File: src/design/lsmwf_pkg.sv
// Shared types and constants of the line sync minimum window finder.
package lsmwf_pkg;

  localparam int unsigned WINDOW  = 38;
  localparam int unsigned FILL_W  = $clog2(WINDOW);
  localparam int unsigned SMP_W   = 8;
  localparam int unsigned SUM_W   = 14;
  localparam int unsigned OFF_W   = 12;
  localparam int unsigned POS_W   = 13;
  localparam int unsigned LINE_W  = 24;

  typedef logic [SMP_W-1:0]  sample_t;
  typedef logic [SUM_W-1:0]  sum_t;
  typedef logic [OFF_W-1:0]  off_t;
  typedef logic [POS_W-1:0]  pos_t;
  typedef logic [LINE_W-1:0] line_t;
  typedef logic [FILL_W-1:0] fill_t;

  localparam sum_t  SUM_MAX    = '1;
  localparam off_t  OFF_MAX    = '1;
  localparam pos_t  LEN_RESET  = POS_W'(512);
  localparam fill_t FILL_LAST  = FILL_W'(WINDOW - 1);
  localparam sum_t  SUM_BOUND  = SUM_W'(WINDOW * 255);

  typedef struct packed {
    logic full;
    sum_t sum;
  } win_t;

endpackage

File: src/design/lsmwf_if.sv
// Handshake channel interfaces for sample items, result items and configuration.
interface lsmwf_in_if;
  logic                   valid;
  logic                   ready;
  lsmwf_pkg::sample_t     sample;
  modport source (output valid, output sample, input ready);
  modport sink   (input valid, input sample, output ready);
endinterface

interface lsmwf_out_if;
  logic                   valid;
  logic                   ready;
  lsmwf_pkg::line_t       line_number;
  lsmwf_pkg::pos_t        sync_position;
  lsmwf_pkg::sum_t        minimum_sum;
  modport source (output valid, output line_number, output sync_position,
                  output minimum_sum, input ready);
  modport sink   (input valid, input line_number, input sync_position,
                  input minimum_sum, output ready);
endinterface

interface lsmwf_cfg_if;
  logic                   valid;
  logic                   ready;
  lsmwf_pkg::pos_t        line_length;
  modport source (output valid, output line_length, input ready);
  modport sink   (input valid, input line_length, output ready);
endinterface

File: src/design/lsmwf_window.sv
// Sample delay line with running window sum and fill tracking.
module lsmwf_window (
  input  logic               clk_i,
  input  logic               rst_ni,
  input  logic               accept_i,
  input  lsmwf_pkg::sample_t sample_i,
  output lsmwf_pkg::win_t    win_o
);
  import lsmwf_pkg::*;

  sample_t dly_q [WINDOW];
  sum_t    sum_q, sum_d;
  fill_t   fill_q, fill_d;

  always_comb begin
    sum_d  = sum_q + SUM_W'(sample_i) - SUM_W'(dly_q[WINDOW-1]);
    fill_d = (fill_q == FILL_LAST) ? fill_q : fill_q + FILL_W'(1);
  end

  assign win_o.full = (fill_q == FILL_LAST);
  assign win_o.sum  = sum_d;

  always_ff @(posedge clk_i or negedge rst_ni) begin
    if (!rst_ni) begin
      for (int i = 0; i < WINDOW; i++) dly_q[i] <= '0;
      sum_q  <= '0;
      fill_q <= '0;
    end else if (accept_i) begin
      dly_q[0] <= sample_i;
      for (int i = 1; i < WINDOW; i++) dly_q[i] <= dly_q[i-1];
      sum_q  <= sum_d;
      fill_q <= fill_d;
    end
  end

endmodule

File: src/design/line_sync_min_window_finder_top.sv
// Top level of the line sync minimum window finder.
// Latency: a result appears in the cycle after the item that ends its line.
// Throughput: one sample item per cycle, set by the single add, subtract and compare.
// The input stalls only while a result waits in the output register.
// Reset clears the window and counters and sets the best sum to its maximum; line length returns to 512.
module line_sync_min_window_finder_top (
  input  logic         clk_i,
  input  logic         rst_ni,
  lsmwf_in_if.sink     sample_i,
  lsmwf_cfg_if.sink    cfg_i,
  lsmwf_out_if.source  result_o
);
  import lsmwf_pkg::*;

  win_t  win;
  logic  accept, take, line_end, emit;
  sum_t  cand_sum;
  off_t  cand_off;
  pos_t  off_p1;

  pos_t  len_q;
  off_t  start_q;
  line_t line_q;
  sum_t  best_sum_q;
  off_t  best_off_q;
  logic  out_valid_q;
  line_t out_line_q;
  pos_t  out_pos_q;
  sum_t  out_sum_q;

  assign sample_i.ready = !out_valid_q || result_o.ready;
  assign accept         = sample_i.valid && sample_i.ready;
  assign cfg_i.ready    = 1'b1;

  lsmwf_window u_window (
    .clk_i    (clk_i),
    .rst_ni   (rst_ni),
    .accept_i (accept),
    .sample_i (sample_i.sample),
    .win_o    (win)
  );

  always_comb begin
    take     = win.sum < best_sum_q;
    cand_sum = take ? win.sum : best_sum_q;
    cand_off = take ? start_q : best_off_q;
    off_p1   = {1'b0, start_q} + POS_W'(1);
    line_end = (off_p1 >= len_q) || (start_q == OFF_MAX);
    emit     = accept && win.full && line_end;
  end

  always_ff @(posedge clk_i or negedge rst_ni) begin
    if (!rst_ni) begin
      len_q <= LEN_RESET;
    end else if (cfg_i.valid) begin
      len_q <= cfg_i.line_length;
    end
  end

  always_ff @(posedge clk_i or negedge rst_ni) begin
    if (!rst_ni) begin
      start_q    <= '0;
      line_q     <= '0;
      best_sum_q <= SUM_MAX;
      best_off_q <= '0;
    end else if (accept && win.full) begin
      if (line_end) begin
        start_q    <= '0;
        line_q     <= line_q + LINE_W'(1);
        best_sum_q <= SUM_MAX;
        best_off_q <= '0;
      end else begin
        start_q    <= start_q + OFF_W'(1);
        best_sum_q <= cand_sum;
        best_off_q <= cand_off;
      end
    end
  end

  always_ff @(posedge clk_i or negedge rst_ni) begin
    if (!rst_ni) begin
      out_valid_q <= 1'b0;
    end else if (emit) begin
      out_valid_q <= 1'b1;
    end else if (result_o.ready) begin
      out_valid_q <= 1'b0;
    end
  end

  always_ff @(posedge clk_i) begin
    if (emit) begin
      out_line_q <= line_q;
      out_pos_q  <= {1'b0, cand_off} + POS_W'(WINDOW);
      out_sum_q  <= cand_sum;
    end
  end

  assign result_o.valid         = out_valid_q;
  assign result_o.line_number   = out_line_q;
  assign result_o.sync_position = out_pos_q;
  assign result_o.minimum_sum   = out_sum_q;

  a_emit_restart: assert property (@(posedge clk_i) disable iff (!rst_ni)
    emit |=> (start_q == '0) && (best_sum_q == SUM_MAX) && out_valid_q)
    else $error("line end did not restart the search");

  a_line_count: assert property (@(posedge clk_i) disable iff (!rst_ni)
    emit |=> line_q == $past(line_q) + LINE_W'(1))
    else $error("line counter did not advance");

  a_stall_cause: assert property (@(posedge clk_i) disable iff (!rst_ni)
    !sample_i.ready |-> out_valid_q && !result_o.ready)
    else $error("input stalled without a waiting result");

  a_result_range: assert property (@(posedge clk_i) disable iff (!rst_ni)
    out_valid_q |-> (out_pos_q >= POS_W'(WINDOW)) && (out_sum_q <= SUM_BOUND))
    else $error("result out of range");

endmodule
File: src/flat_wrapper.sv
// flat-port wrapper written by rule: the top's interface ports become plain ports
module line_sync_min_window_finder_top_flat import lsmwf_pkg::*;
  (clk_i, rst_ni, sample_i_valid, sample_i_sample, sample_i_ready, cfg_i_valid, cfg_i_line_length, cfg_i_ready, result_o_valid, result_o_line_number, result_o_sync_position, result_o_minimum_sum, result_o_ready);
  lsmwf_in_if sample_i_i ();
  lsmwf_cfg_if cfg_i_i ();
  lsmwf_out_if result_o_i ();
  input  logic clk_i;
  input  logic rst_ni;
  input wire logic [$bits(sample_i_i.valid)-1:0] sample_i_valid;
  input wire logic [$bits(sample_i_i.sample)-1:0] sample_i_sample;
  output wire logic [$bits(sample_i_i.ready)-1:0] sample_i_ready;
  input wire logic [$bits(cfg_i_i.valid)-1:0] cfg_i_valid;
  input wire logic [$bits(cfg_i_i.line_length)-1:0] cfg_i_line_length;
  output wire logic [$bits(cfg_i_i.ready)-1:0] cfg_i_ready;
  output wire logic [$bits(result_o_i.valid)-1:0] result_o_valid;
  output wire logic [$bits(result_o_i.line_number)-1:0] result_o_line_number;
  output wire logic [$bits(result_o_i.sync_position)-1:0] result_o_sync_position;
  output wire logic [$bits(result_o_i.minimum_sum)-1:0] result_o_minimum_sum;
  input wire logic [$bits(result_o_i.ready)-1:0] result_o_ready;
  assign sample_i_i.valid = sample_i_valid;
  assign sample_i_i.sample = sample_i_sample;
  assign sample_i_ready = sample_i_i.ready;
  assign cfg_i_i.valid = cfg_i_valid;
  assign cfg_i_i.line_length = cfg_i_line_length;
  assign cfg_i_ready = cfg_i_i.ready;
  assign result_o_valid = result_o_i.valid;
  assign result_o_line_number = result_o_i.line_number;
  assign result_o_sync_position = result_o_i.sync_position;
  assign result_o_minimum_sum = result_o_i.minimum_sum;
  assign result_o_i.ready = result_o_ready;
  line_sync_min_window_finder_top u_core (.clk_i(clk_i), .rst_ni(rst_ni), .sample_i(sample_i_i), .cfg_i(cfg_i_i), .result_o(result_o_i));
endmodule
File: config.mk
export PLATFORM = sky130hd
export DESIGN_NAME = line_sync_min_window_finder_top_flat
export DESIGN_NICKNAME = d
export VERILOG_FILES = /design/src/design/lsmwf_pkg.sv /design/src/design/lsmwf_if.sv /design/src/design/lsmwf_window.sv /design/src/design/line_sync_min_window_finder_top.sv /design/src/flat_wrapper.sv
export SDC_FILE = /design/constraint.sdc
export NUM_CORES = 1
export LEC_CHECK = 0
export BUFFER_PORTS_ARGS = -buffer_cell sky130_fd_sc_hd__buf_2
export CAP_MARGIN = 20
export CORE_MARGIN = 2
export CORE_UTILIZATION = 45
export DETAILED_ROUTE_END_ITERATION = 10
export SLEW_MARGIN = 0
export SYNTH_ARGS = -nofsm -noshare
export SYNTH_HDL_FRONTEND = slang
export SYNTH_SLANG_ARGS = --single-unit
File: constraint.sdc
create_clock -name clk_i -period 5 [get_ports clk_i]
set_input_delay 0 -clock clk_i [delete_from_list [all_inputs] [get_ports clk_i]]
set_output_delay 0 -clock clk_i [all_outputs]
set_load 0.02 [all_outputs]
## Yosys cells after proc, flatten, opt, wreduce, memory -nomap -nowiden

Cells that the tools add are included.
Widths: inputs -> output; s select.

| word-level totals | value |
|---|---|
| flip-flop bits (word level) | 451 |
| latch bits | 0 |
| bits in writable memories | 0 |
| memory bits (read-only) | 0 |
| input port bits | 26 |
| output and inout port bits | 54 |
| word-level logic and storage cells | 77 |
| memories kept | 0 |

| operators by class | value |
|---|---|
| add/subtract/negate cells | 7 |
| multiply operators | 0 |
| divide/modulo/power cells | 0 |
| order comparisons | 2 |
| eq/ne operators | 2 |
| shift-type cells | 0 |
| multiplexer cells | 7 |
| bitwise gates (word level) | 1 |
| reductions and logical operators | 9 |

Operators with widths:

| kind | number |
|---|---|
| $mux 12 | 3 |
| $mux 14 | 2 |
| $add 24x1->24 const B | 1 |
| $add 14x8->14 | 1 |
| $lt 14x14->1 | 1 |
| $sub 14x8->14 | 1 |
| $add 12x1->13 const B | 1 |
| $add 12x6->13 const B | 1 |
| $ge 13x13->1 | 1 |
| $add 12x1->12 const B | 1 |
| $eq 12x12->1 const B | 1 |
| $add 6x1->6 const B | 1 |
| $eq 6x6->1 const B | 1 |
| $reduce_and 2->1 | 2 |
| $logic_and 1x1->1 | 3 |
| $logic_or 1x1->1 | 2 |
| $mux 1 | 2 |
| $reduce_bool 2->1 | 1 |
| $logic_not 1->1 | 1 |
| $not 1->1 | 1 |

## Logic depth before layout (Yosys ltp)

Gate-level depths: netlist (run 1).

| logic depth | value |
|---|---|
| depth in word-level cells | 6 |
| mapped depth | 20 |

## Modules after synthesis

A second synthesis (run 1) with hierarchy kept.

| unflattened totals | value |
|---|---|
| cells, all modules | 1377 |
| area total of the unflattened synthesis | 19087.1 µm² |

By module, submodules not included:

| module | times used | cells each | area an instance (µm²) | sequential area each (µm²) |
|---|---|---|---|---|
| lsmwf_window | 1 | 843 | 12968.7 | 8107.8 |
| line_sync_min_window_finder_top | 1 | 534 | 6118.4 | 3452.1 |

## Worst setup path after synthesis (run 1)

OpenSTA, ideal clock, no wires.

| timing | value |
|---|---|
| path type | register to register |
| start point | reg u_core.u_window.dly_q[6] (netlist bit) |
| end point | reg u_core.out_sum_q[0] (netlist: u_core.result_o.minimum_sum[0]) (data pin) |
| library setup time | 0.260 ns |
| arrival | 4.171 ns |
| setup slack | 0.569 ns |
| stages on the path, launching flop included | 17 |
| cell sequence | dfrtp_1 fa_1 inv_1 ha_1 a2111oi_0 o21ai_1 a2111oi_2 nor2_1 xnor2_1 inv_1 ha_1 nand4_1 nor2_1 o21ai_0 o21ai_2 clkbuf_1 mux2_2 |

| between the ends | value |
|---|---|
| cells in the longest elaborated chain, start to end | 3 |

RTL lines:

| element | RTL line | text |
|---|---|---|
| start: declaration | lsmwf_window.sv:11 | `sample_t dly_q [WINDOW];` |
| $sub 14x8->14 | lsmwf_window.sv:16 | `sum_d = sum_q + SUM_W'(sample_i) - SUM_W'(dly_q[WINDOW-1]);` |
| named net u_core.u_window.sum_d[13] | lsmwf_window.sv:12 | `sum_t sum_q, sum_d;` |
| $lt 14x14->1 | line_sync_min_window_finder_top.sv:44 | `take = win.sum < best_sum_q;` |
| $mux 14 | line_sync_min_window_finder_top.sv:45 | `cand_sum = take ? win.sum : best_sum_q;` |
| named net u_core.cand_sum[0] | line_sync_min_window_finder_top.sv:17 | `sum_t cand_sum;` |
| end signal: assignment | line_sync_min_window_finder_top.sv:94 | `out_sum_q <= cand_sum;` |
| end: declaration | line_sync_min_window_finder_top.sv:29 | `sum_t out_sum_q;` |

The timed path passes the listed nets, and every way through them passes these cells.
A chain may end at the register's enable or synchronous reset.

## Worst setup path after layout (run 1)

| timing | value |
|---|---|
| start point | reg u_core.u_window.dly_q[6] (netlist bit) |
| end point | reg u_core.out_sum_q[1] (netlist: u_core.result_o.minimum_sum[1]) (data pin) |

Same word-level chain as after synthesis.

==> results of run 1 <==
metal layers:
metal | routed length [um] | track usage (%) | up-vias
met3 | 1300 | 3.32 | 52
met4 | 656 | 4.11 | 0
met1 | 15600 | 21.4 | 5320
met2 | 14000 | 23.0 | 163
met5 | 0 | 0 | -
li1 | - | - | 5064
registers in the layout (all words and copies together), names as in the netlist:
signal and cells:
u_core.start_q 12, u_core.result_o.valid 1, u_core.result_o.minimum_sum 14, u_core.result_o.sync_position 13, u_core.u_window.sum_q 14, u_core.u_window.fill_q 6
u_core.best_off_q 12, u_core.len_q 13, u_core.best_sum_q 14, u_core.line_q 24, u_core.result_o.line_number 24, u_core.u_window.dly_q 304
placed cells by master (no fill, tap or decap), types with 5 or more instances in the layout:
cell type,count
a2111oi_2,5
a211oi_1,15
a21o_1,7
a21oi_1,24
a22o_1,12
a2bb2oi_1,10
a31oi_1,6
and3_1,7
buf_12,5
buf_2,77
buf_4,11
clkbuf_1,13
clkbuf_16,50
clkbuf_8,18
dfrtp_1,385
dfstp_2,15
dlygate4sd3_1,48
edfxtp_1,51
fa_1,8
ha_1,44
inv_1,74
mux2_2,320
nand2_1,71
nand2b_1,9
nand3_1,16
nand4_1,13
nor2_1,15
nor3_1,5
o21ai_0,47
or2_2,5
xnor2_1,34
xor2_1,30
kinds of logic after synthesis:
kind of cell,count (synthesis),share of synthesized area (%)
AO/OA/AOI/OAI,171,6.38
flip-flops,451,60.7
adder cells (fa/ha/maj),52,3.73
AND/OR/NAND/NOR,162,4.25
multiplexers,322,19.0
buffers and inverters,140,2.99
other,1,0.0197
XOR/XNOR,64,2.94
worst max-delay path, delay by kind of cell, from the launching register on:
kind	cells	cell delay, ps
flops	1	400
fa+ha+maj	3	1130
mux	1	370
xor+xnor	1	240
compound gates	5	1450
simple gates	3	350
buf+inv	3	420
power groups by stage:
stage / combinational (mW) / sequential (mW) / clock, mW
CTS: 3.60 / 5.28 / 3.60
detailed placement: 3.54 / 5.34 / 0
finish: 3.56 / 5.27 / 3.48
global route: 4.01 / 5.41 / 3.76
global placement: 3.45 / 5.31 / 0
floorplan: 2.76 / 5.18 / 0
final timing paths:
kind	from	to	cells past startpoint	slack [ps]
worst max register to register	u_core.u_window.dly_q[6]	u_core.result_o.minimum_sum[1]	16	390
max in group asynchronous	rst_ni	u_core.u_window.dly_q[150]	3	4070
min in group clk_i	sample_i_valid	u_core.u_window.sum_q[10]	4	80
worst min register to register	u_core.line_q[15]	u_core.result_o.line_number[15]	0	460
worst max-delay path	u_core.u_window.dly_q[6]	u_core.result_o.minimum_sum[1]	16	390
worst min-delay path	rst_ni	u_core.len_q[2]	3	50
area by class of cell:
class	count	area, sq um
clock buffers	81	1550
clock inverters	5	32.5
fillers	3568	19700
repair buffers	144	1110
flip-flops and latches	451	11600
multi-input cells	772	6940
well taps	539	674
inverters	75	282
metrics by stage:
step / area, sq um / instances / power [mW] / util, % / worst slack [ps]
global placement: 20000 / 1931 / 8.76 / 47.9 / 232
CTS: 22100 / 2066 / 12.5 / 52.9 / 47.4
detailed placement: 20000 / 1931 / 8.88 / 47.9 / 101
finish: 22100 / 2067 / 12.3 / 52.9 / 395
global route: 22100 / 2067 / 13.2 / 52.9 / 47.6
floorplan: 19100 / 1363 / 7.94 / - / 569
synthesized netlist by cell type (5+ instances only):
| library cell | n | area [sq um] |
|---|---|---|
| dfrtp_1 | 385 | 9630 |
| mux2_2 | 320 | 3600 |
| inv_1 | 75 | 282 |
| nand2_1 | 72 | 270 |
| edfxtp_1 | 51 | 1530 |
| o21ai_0 | 47 | 235 |
| ha_1 | 44 | 551 |
| clkbuf_1 | 39 | 146 |
| xnor2_1 | 34 | 298 |
| xor2_1 | 30 | 263 |
| a21oi_1 | 24 | 120 |
| buf_2 | 20 | 100 |
| nand3_1 | 16 | 80.1 |
| a211oi_1 | 15 | 113 |
| dfstp_2 | 15 | 394 |
| nor2_1 | 15 | 56.3 |
| nand4_1 | 13 | 81.3 |
| a22o_1 | 12 | 105 |
| a2bb2oi_1 | 10 | 87.6 |
| nand2b_1 | 9 | 56.3 |
| fa_1 | 8 | 160 |
| a21o_1 | 7 | 52.6 |
| and3_1 | 7 | 43.8 |
| a31oi_1 | 6 | 37.5 |
| a2111oi_2 | 5 | 75.1 |
| nor3_1 | 5 | 25.0 |
| or2_2 | 5 | 31.3 |
repair_timing:
action                                  4_1_cts  5_1_grt
resized for setup                             0        3
hold buffers                                 49        0
buffers inserted                              0        0
endpoints found under the setup margin        0       28
endpoints found under the hold margin       223        0
==> run metrics, run 1 <==
CP Class reg -> reg; crit path max-delay cell type fa_1; worst-margin pin slew 1130 ps; vias per cell approximately 5.1; Worst EP required between 5000 and 6000 ps; number of remaining DRC errors 0; final setup fails 0; Clock Skew 17.3 ps; main flop type after synthesis dfrtp_1; part of the power in registers approximately 43%; Post-Synthesis Cells about 1400; leakage between 10 and 15 nW; Tcrit/Tclk final between 90% and 100%; Worst EP arrival approximately 4900 ps; GRT overflow 0; peak supply drop 283 uV; Switching Share between 20 and 30%; initial antenna violation count 0; TNS Setup 0 ps; power per cell area 556 nW/um^2; max incr delay on CP between 500 and 600 ps; core box area approximately 42000 sq um; register area share after synthesis about three fifths; Die Footprint about 44000 sq um; IO Count 80; WHS just over 50 ps; Unique masters post-synth 64; Sink Count between 400 and 500; GRT Util Overall between 10% and 20%; 1st-iter DRT viols ~600; Yosys reg bits between 400 and 500; Async SR Flop Fraction between 80% and 90%; number of global-route vias before repair about 11000; largest net degree at the start of global routing between 200 and 250; synth warn 0; Netlist Area Pre-Place ~19000 sq um; EDFF count, synth a little over 50; minimum period implied by the final worst setup slack approximately 4600 ps; final WL 31500 um; Max-Cap Viols 0; max_slew headroom between 20% and 30%; worst-path maximum fanout 25; share of layout cells above drive strength 1 between 30% and 40%; Clock Tree Buf Depth 3; Routed WL per cell 15.2 um; CTS H-tree lvls 2; port bufs 78; unrepaired setup endpoints after global routing no; CTS buffer count 48; P&R area growth vs syn 16.2%; clock slew at reported path FFs ~60 ps; startpoint types register; layout net count approximately 1600; via count between 10000 and 15000; Synth Net Count roughly 1400; number of detailed-route iterations in the first pass 4; initial core utilization around 46%; Final Hold Viols 0; # diodes 0; part of the power in the clock network 28.3%; clock tree from TritonCTS done; hpwl dp roughly 19000 um; Comb pwr share between 20% and 30%; status finished, final reports clean; fin. max-slew vios 0; first-pass GRT wire length 54300 um; Root Buffer clkbuf_16; Site Rows between 70 and 80; internal power 8.72 mW; crit-path cells fa_1 -> inv_1 -> ha_1 -> a2111oi_1 -> o21ai_1 -> a2111oi_2 -> nor2_1 -> xnor2_1 -> inv_1 -> ha_1 -> nand4_1 -> nor2_1 -> o21ai_0 -> o21ai_4 -> buf_4 -> mux2_2; Clock Latency Late Sink between 500 and 600 ps; die extent in x ~210 um; GPL Wtd Cong about 0.77; die height 210 um; Critical Path End Type register; DRT antenna net count 0; Net Sw Power approximately 3.6 mW; max frequency ~220 MHz; Worst Hold Class in -> async; Mapped Avg Cell Area between 10 and 15 sq um
No activity file was read; power rests on OpenSTA's default activity.
==> inputs of run 2 (changes only) <==
--- a/config.mk
+++ b/config.mk
@@ -10,6 +10,7 @@
 export CORE_MARGIN = 2
 export CORE_UTILIZATION = 45
 export DETAILED_ROUTE_END_ITERATION = 10
+export SETUP_SLACK_MARGIN = 0.5
 export SLEW_MARGIN = 0
 export SYNTH_ARGS = -nofsm -noshare
 export SYNTH_HDL_FRONTEND = slang
==> run 2 against run 1 <==
  * Clock skew hardly changed
  * Sequential power is essentially flat
  * Maximum frequency up 5.5%
  * Worst hold slack lost 3.6 ps
  * Power up 5.3%
  * Critical path type unchanged
  * Setup slack gained 240 ps
  * Critical endpoint is now u_core.result_o.minimum_sum[12]
  * Critical path depth increased by 2
  * Register-to-register slack better by 240 ps
  * Clock power about the same
  * Via count increased by 0.90%
  * Final area is 1.3% higher
==> run metrics, run 2 (same netlist as run 1, synthesis figures left out) <==
initial antenna violation count 0; first-pass GRT wire length 54500 um; Critical Path Most Common Cell inv_1; Critical Path End Type register; initial core utilization between 40% and 50%; WHS roughly 47 ps; worst path bufs/invs 6; clock slew at reported path FFs 60 ps; IO Count 80; port bufs ~80; power per cell area just under 600 nW/um^2; Clock Skew ~18 ps; fin. max-slew vios 0; hpwl dp 19000 um; peak supply drop between 200 and 300 uV; Sink Count between 400 and 500; Worst EP required about 5400 ps; most frequent cells in the layout dfrtp_1 (385), mux2_2 (320), buf_2 (77); worst-path maximum fanout 8; Tcrit/Tclk final 87.3%; clock tree from TritonCTS done; met3 usage 3.32%; most common library cell in the layout ignoring fill and taps dfrtp_1; unrepaired setup endpoints after global routing no; Final Hold Viols 0; CTS buffer count 48; GPL Wtd Cong 0.773; die extent in x about 210 um; DRT antenna net count 0; number of detailed-route iterations in the first pass 4; Final Total Pwr 13.0 mW; Switching Share 29.4%; minimum period implied by the final worst setup slack 4370 ps; number of remaining DRC errors 0; pre-CTS WS 101 ps; worst-margin pin slew ~1100 ps; 1st-iter DRT viols around 550; Root Buffer clkbuf_16; Clock Tree Buf Depth 3; GRT overflow 0; Net Sw Power 3.81 mW; Routed WL per cell ~15 um; layout net count 1582; reg2reg start u_core.u_window.dly_q[6]; Worst path top cell family by delay compound AO/OA/AOI/OAI gates; GRT busiest layer met2; final setup fails 0; Biggest register u_core.u_window.dly_q; Worst EP arrival approximately 4700 ps; part of the power in registers around two fifths; crit path max-delay cell type fa_1; share of layout cells above drive strength 1 a little over a third; grt met2 use a little under a quarter; met1 Resource Use GR a little over a fifth; part of the power in the clock network about 27%; max_slew headroom a little over a quarter; final WL roughly 32000 um; status finished, final reports clean; core box area around 42000 sq um; largest net degree at the start of global routing roughly 220; Die Footprint around 44000 sq um; number of global-route vias before repair approximately 11000; Critical path origin u_core.u_window.dly_q[6]; CTS H-tree lvls 2; CP Class reg -> reg; internal power roughly 9.2 mW; leakage between 10 and 15 nW; Clock Latency Late Sink ~570 ps; final setup margin roughly 630 ps; max reg flops 304; Comb pwr share between 30% and 40%; via count around 11000; GRT Util Overall 15.0%; vias per cell between 5 and 6; TNS Setup 0 ps; max incr delay on CP 510 ps; crit-path cells fa_1 -> inv_1 -> ha_1 -> buf_4 -> a21oi_4 -> a21oi_2 -> a2111oi_4 -> nor2_1 -> xnor2_1 -> inv_1 -> ha_1 -> nand4_1 -> inv_1 -> a221oi_2 -> o21ai_4 -> buf_4 -> clkbuf_16 -> o21ai_0; Site Rows 75; startpoint types register; max frequency between 200 and 250 MHz; # diodes 0; die height 210 um; Max-Cap Viols 0; P&R area growth vs syn 17.7%; Worst Hold Class in -> async
==> run 2: cell count changes in the layout (fill, tap and decap cells not counted), moves of 2 or more <==
cell       before  now
clkbuf_16      50   53
a2111oi_4       1    3
xnor2_2         0    3
buf_12          5    7
buf_4          11   17
a21oi_1        24   20
a21oi_2         0    2
a21oi_4         0    2
xnor2_1        34   31
==> run 2: power groups by stage <==
| stage | logic [mW] | registers [mW] | clock network, mW |
|---|---|---|---|
| global route | 4.66 | 5.41 | 3.76 |
| global placement | 3.45 | 5.31 | 0 |
| CTS | 3.69 | 5.28 | 3.60 |
| detailed placement | 3.54 | 5.34 | 0 |
| floorplan | 2.76 | 5.18 | 0 |
| finish | 4.21 | 5.27 | 3.49 |
==> run 2: per-stage QoR <==
stage               cell area, sq um  utilization (%)  std cells
floorplan                      19100                -       1363
global placement               20000             47.9       1931
detailed placement             20000             47.9       1931
CTS                            22200             53.0       2067
global route                   22400             53.6       2079
finish                         22400             53.6       2079
==> run 2: metal layers <==
metal,vias to the layer above,routed length [um]
li1,5107,-
met1,5358,15600
met2,174,14500
met3,55,1410
met4,0,666
met5,-,0
==> run 2: path summary, 6_finish.rpt <==
check | end | slack (ps) | cells after the start
setup / recovery | u_core.result_o.minimum_sum[12] | 630 | 18
hold reg to reg | u_core.result_o.line_number[15] | 460 | 0
max in group asynchronous | u_core.u_window.dly_q[150] | 4050 | 3
min in group clk_i | u_core.u_window.sum_q[10] | 80 | 4
setup reg to reg | u_core.result_o.minimum_sum[12] | 630 | 18
hold / removal | u_core.len_q[2] | 50 | 3
==> run 2: tightest hold or removal path: cells and delay by family <==
kind     cells  cell delay (ps)
buf+inv      3             1000
==> run 2: final cells by class <==
cell class	count	area, sq um
flip-flops and latches	451	11600
well taps	539	674
clock buffers	81	1550
fillers	3537	19400
inverters	75	282
repair buffers	155	1270
multi-input cells	773	7060
clock inverters	5	32.5
==> run 2: timing repair <==
action	4_1_cts	5_1_grt
gates cloned	0	4
resized for setup	11	17
setup buffers	1	7
hold buffers	49	0
pin swaps	3	9
hold endpoints to repair	223	0
setup endpoints to repair	44	51
==> inputs of run 3 (changes only) <==
--- a/config.mk
+++ b/config.mk
@@ -15,3 +15,4 @@
 export SYNTH_ARGS = -nofsm -noshare
 export SYNTH_HDL_FRONTEND = slang
 export SYNTH_SLANG_ARGS = --single-unit
+export TNS_END_PERCENT = 20
==> constraint.sdc (replaced) <==
create_clock -name clk_i -period 5.33 [get_ports clk_i]
set_input_delay 0 -clock clk_i [delete_from_list [all_inputs] [get_ports clk_i]]
set_output_delay 0 -clock clk_i [all_outputs]
set_load 0.02 [all_outputs]
==> run 3 against run 2 <==
  * The run now ends with hold timing left
  * Non-clock buffer count is 14 lower
  * Sequential share of layout area is 0.71 points higher
  * Critical path depth is 2 lower
  * Sequential power is 6.3% lower
  * Clock power is 6.9% lower
  * Power is 11% lower
  * First-iteration DRC count is 2.2% lower
  * Largest cell class unchanged
  * Highest routed layer unchanged
==> run metrics, run 3 (same netlist as run 1, synthesis figures left out) <==
Tcrit/Tclk final 84.7%; TNS Setup 0 ps; crit-path cells fa_1 -> inv_1 -> fa_1 -> a21o_1 -> a21oi_1 -> o21ai_0 -> a31oi_1 -> a211o_1 -> inv_1 -> ha_1 -> a21o_1 -> a21o_1 -> a221oi_2 -> o21ai_4 -> or4_4 -> a2bb2oi_1; status finished with violations; first-pass GRT wire length ~53000 um; initial core utilization a little under half; Routed WL per cell between 15 and 20 um; via count ~11000; # diodes 0; Sink Count 451; number of global-route vias before repair about 11000; Die Footprint 44000 sq um; max reg flops 304; Worst path top cell family by delay compound AO/OA/AOI/OAI gates; DRT antenna net count 0; Worst EP required between 5000 and 6000 ps; clock slew at reported path FFs approximately 60 ps; Biggest register u_core.u_window.dly_q; met2 WL around 14000 um; DP Area 20000 sq um; pre-CTS WS roughly 260 ps; met3 WL between 1000 and 1500 um; Site Rows between 70 and 80; fin util 52.8%; Finished Cell Area between 20000 and 25000 sq um; Max-Cap Viols 0; # fillers 3544; number of remaining DRC errors 0; Final Total Pwr 11.6 mW; worst-path maximum fanout 10; Clock Latency Late Sink between 500 and 600 ps; initial antenna violation count 0; Clock Skew around 18 ps; final setup margin roughly 810 ps; most common library cell in the layout ignoring fill and taps dfrtp_1; WL met1 approximately 15000 um; Worst Hold Class in -> async; WHS -0.186 ps; Post-Layout Cell Count just over 2000; peak supply drop 241 uV; max frequency between 200 and 250 MHz; largest net degree at the start of global routing about 190; max_slew headroom between 20% and 30%; GPL Wtd Cong 0.753; worst path bufs/invs 2; power per cell area 524 nW/um^2; worst-margin pin slew around 1100 ps; multi-input logic area between 6000 and 7000 sq um; share of layout cells above drive strength 1 34.8%; number of detailed-route iterations in the first pass 4; clock tree from TritonCTS done; failing checks hold timing; max incr delay on CP 640 ps; die height roughly 210 um; leakage approximately 10 nW; CP Class reg -> reg; GRT Util Overall 14.6%; Worst EP arrival ~5000 ps; unrepaired setup endpoints after global routing no; most frequent cells in the layout dfrtp_1 (385), mux2_2 (320), buf_2 (77); vias per cell 5.12; Cells after DPL about 1900; final WL approximately 31000 um; startpoint types register; final setup fails 0; register area 11600 sq um; Final Hold Viols 1; port bufs 78; P&R area growth vs syn 16.1%; CTS H-tree lvls 2; hpwl dp 18900 um; minimum period implied by the final worst setup slack 4520 ps; 1st-iter DRT viols between 500 and 600; core box area 41900 sq um; layout net count about 1600; fin. max-slew vios 0; CTS buffer count 47; Clock Tree Buf Depth 3; IO Count 80; Critical Path End Type register; DR top layer met4; GRT overflow 0; crit path max-delay cell type or4_4; Critical Path Most Common Cell a21o_1; Root Buffer clkbuf_16; die extent in x 210 um
## run 3: cell count changes in the layout (fill, tap and decap cells not counted), moves of 3 or more
cell / previous run / this run
buf_4: 17 / 8
buf_12: 7 / 4
clkinv_2: 3 / 11
clkbuf_16: 53 / 49
buf_6: 0 / 3
a21oi_1: 20 / 24
clkbuf_8: 18 / 12
## run 3: path summary, 6_finish.rpt
| kind | start | end | slack, ps | cells past startpoint |
|---|---|---|---|---|
| setup / recovery | u_core.u_window.dly_q[1] | u_core.best_sum_q[4] | 810 | 16 |
| hold / removal | rst_ni | u_core.len_q[2] | -0.2 | 2 |
| setup reg to reg | u_core.u_window.dly_q[1] | u_core.best_sum_q[4] | 810 | 16 |
| hold reg to reg | u_core.line_q[15] | u_core.result_o.line_number[15] | 460 | 0 |
| max in group asynchronous | rst_ni | u_core.u_window.dly_q[302] | 3830 | 3 |
| min in group clk_i | sample_i_sample[7] | u_core.u_window.dly_q[303] | 330 | 4 |
## run 3: where the power goes
part / internal, mW / total [mW] / switching [mW] / leakage [nW]
clock: 1.95 / 3.25 / 1.30 / 0.775
sequential: 4.51 / 4.94 / 0.431 / 5.58
combinational: 1.76 / 3.39 / 1.64 / 3.91
total: 8.21 / 11.6 / 3.37 / 10.3
## run 3: layout make-up
cell class,instances,area share [%]
Sequential cell,451,52.3
Timing Repair Buffer,141,4.77
Tap cell,539,3.05
Clock buffer,72,6.48
Inverter,75,1.27
Multi-Input combinational cell,772,31.6
Clock inverter,15,0.588
## run 3: timing repair
item / CTS / global route
resized for setup: 1 / 11
setup buffers: 0 / 2
pin swaps: 0 / 1
hold endpoints to repair: 106 / 0
endpoints found under the setup margin: 27 / 53
hold buffers: 48 / 0
## run 3: per-layer routing
layer / track usage (%) / vias to the layer above
li1: - / 5063
met1: 20.2 / 5326
met2: 23.1 / 138
met3: 3.23 / 53
met4: 4.21 / 0
met5: 0 / -
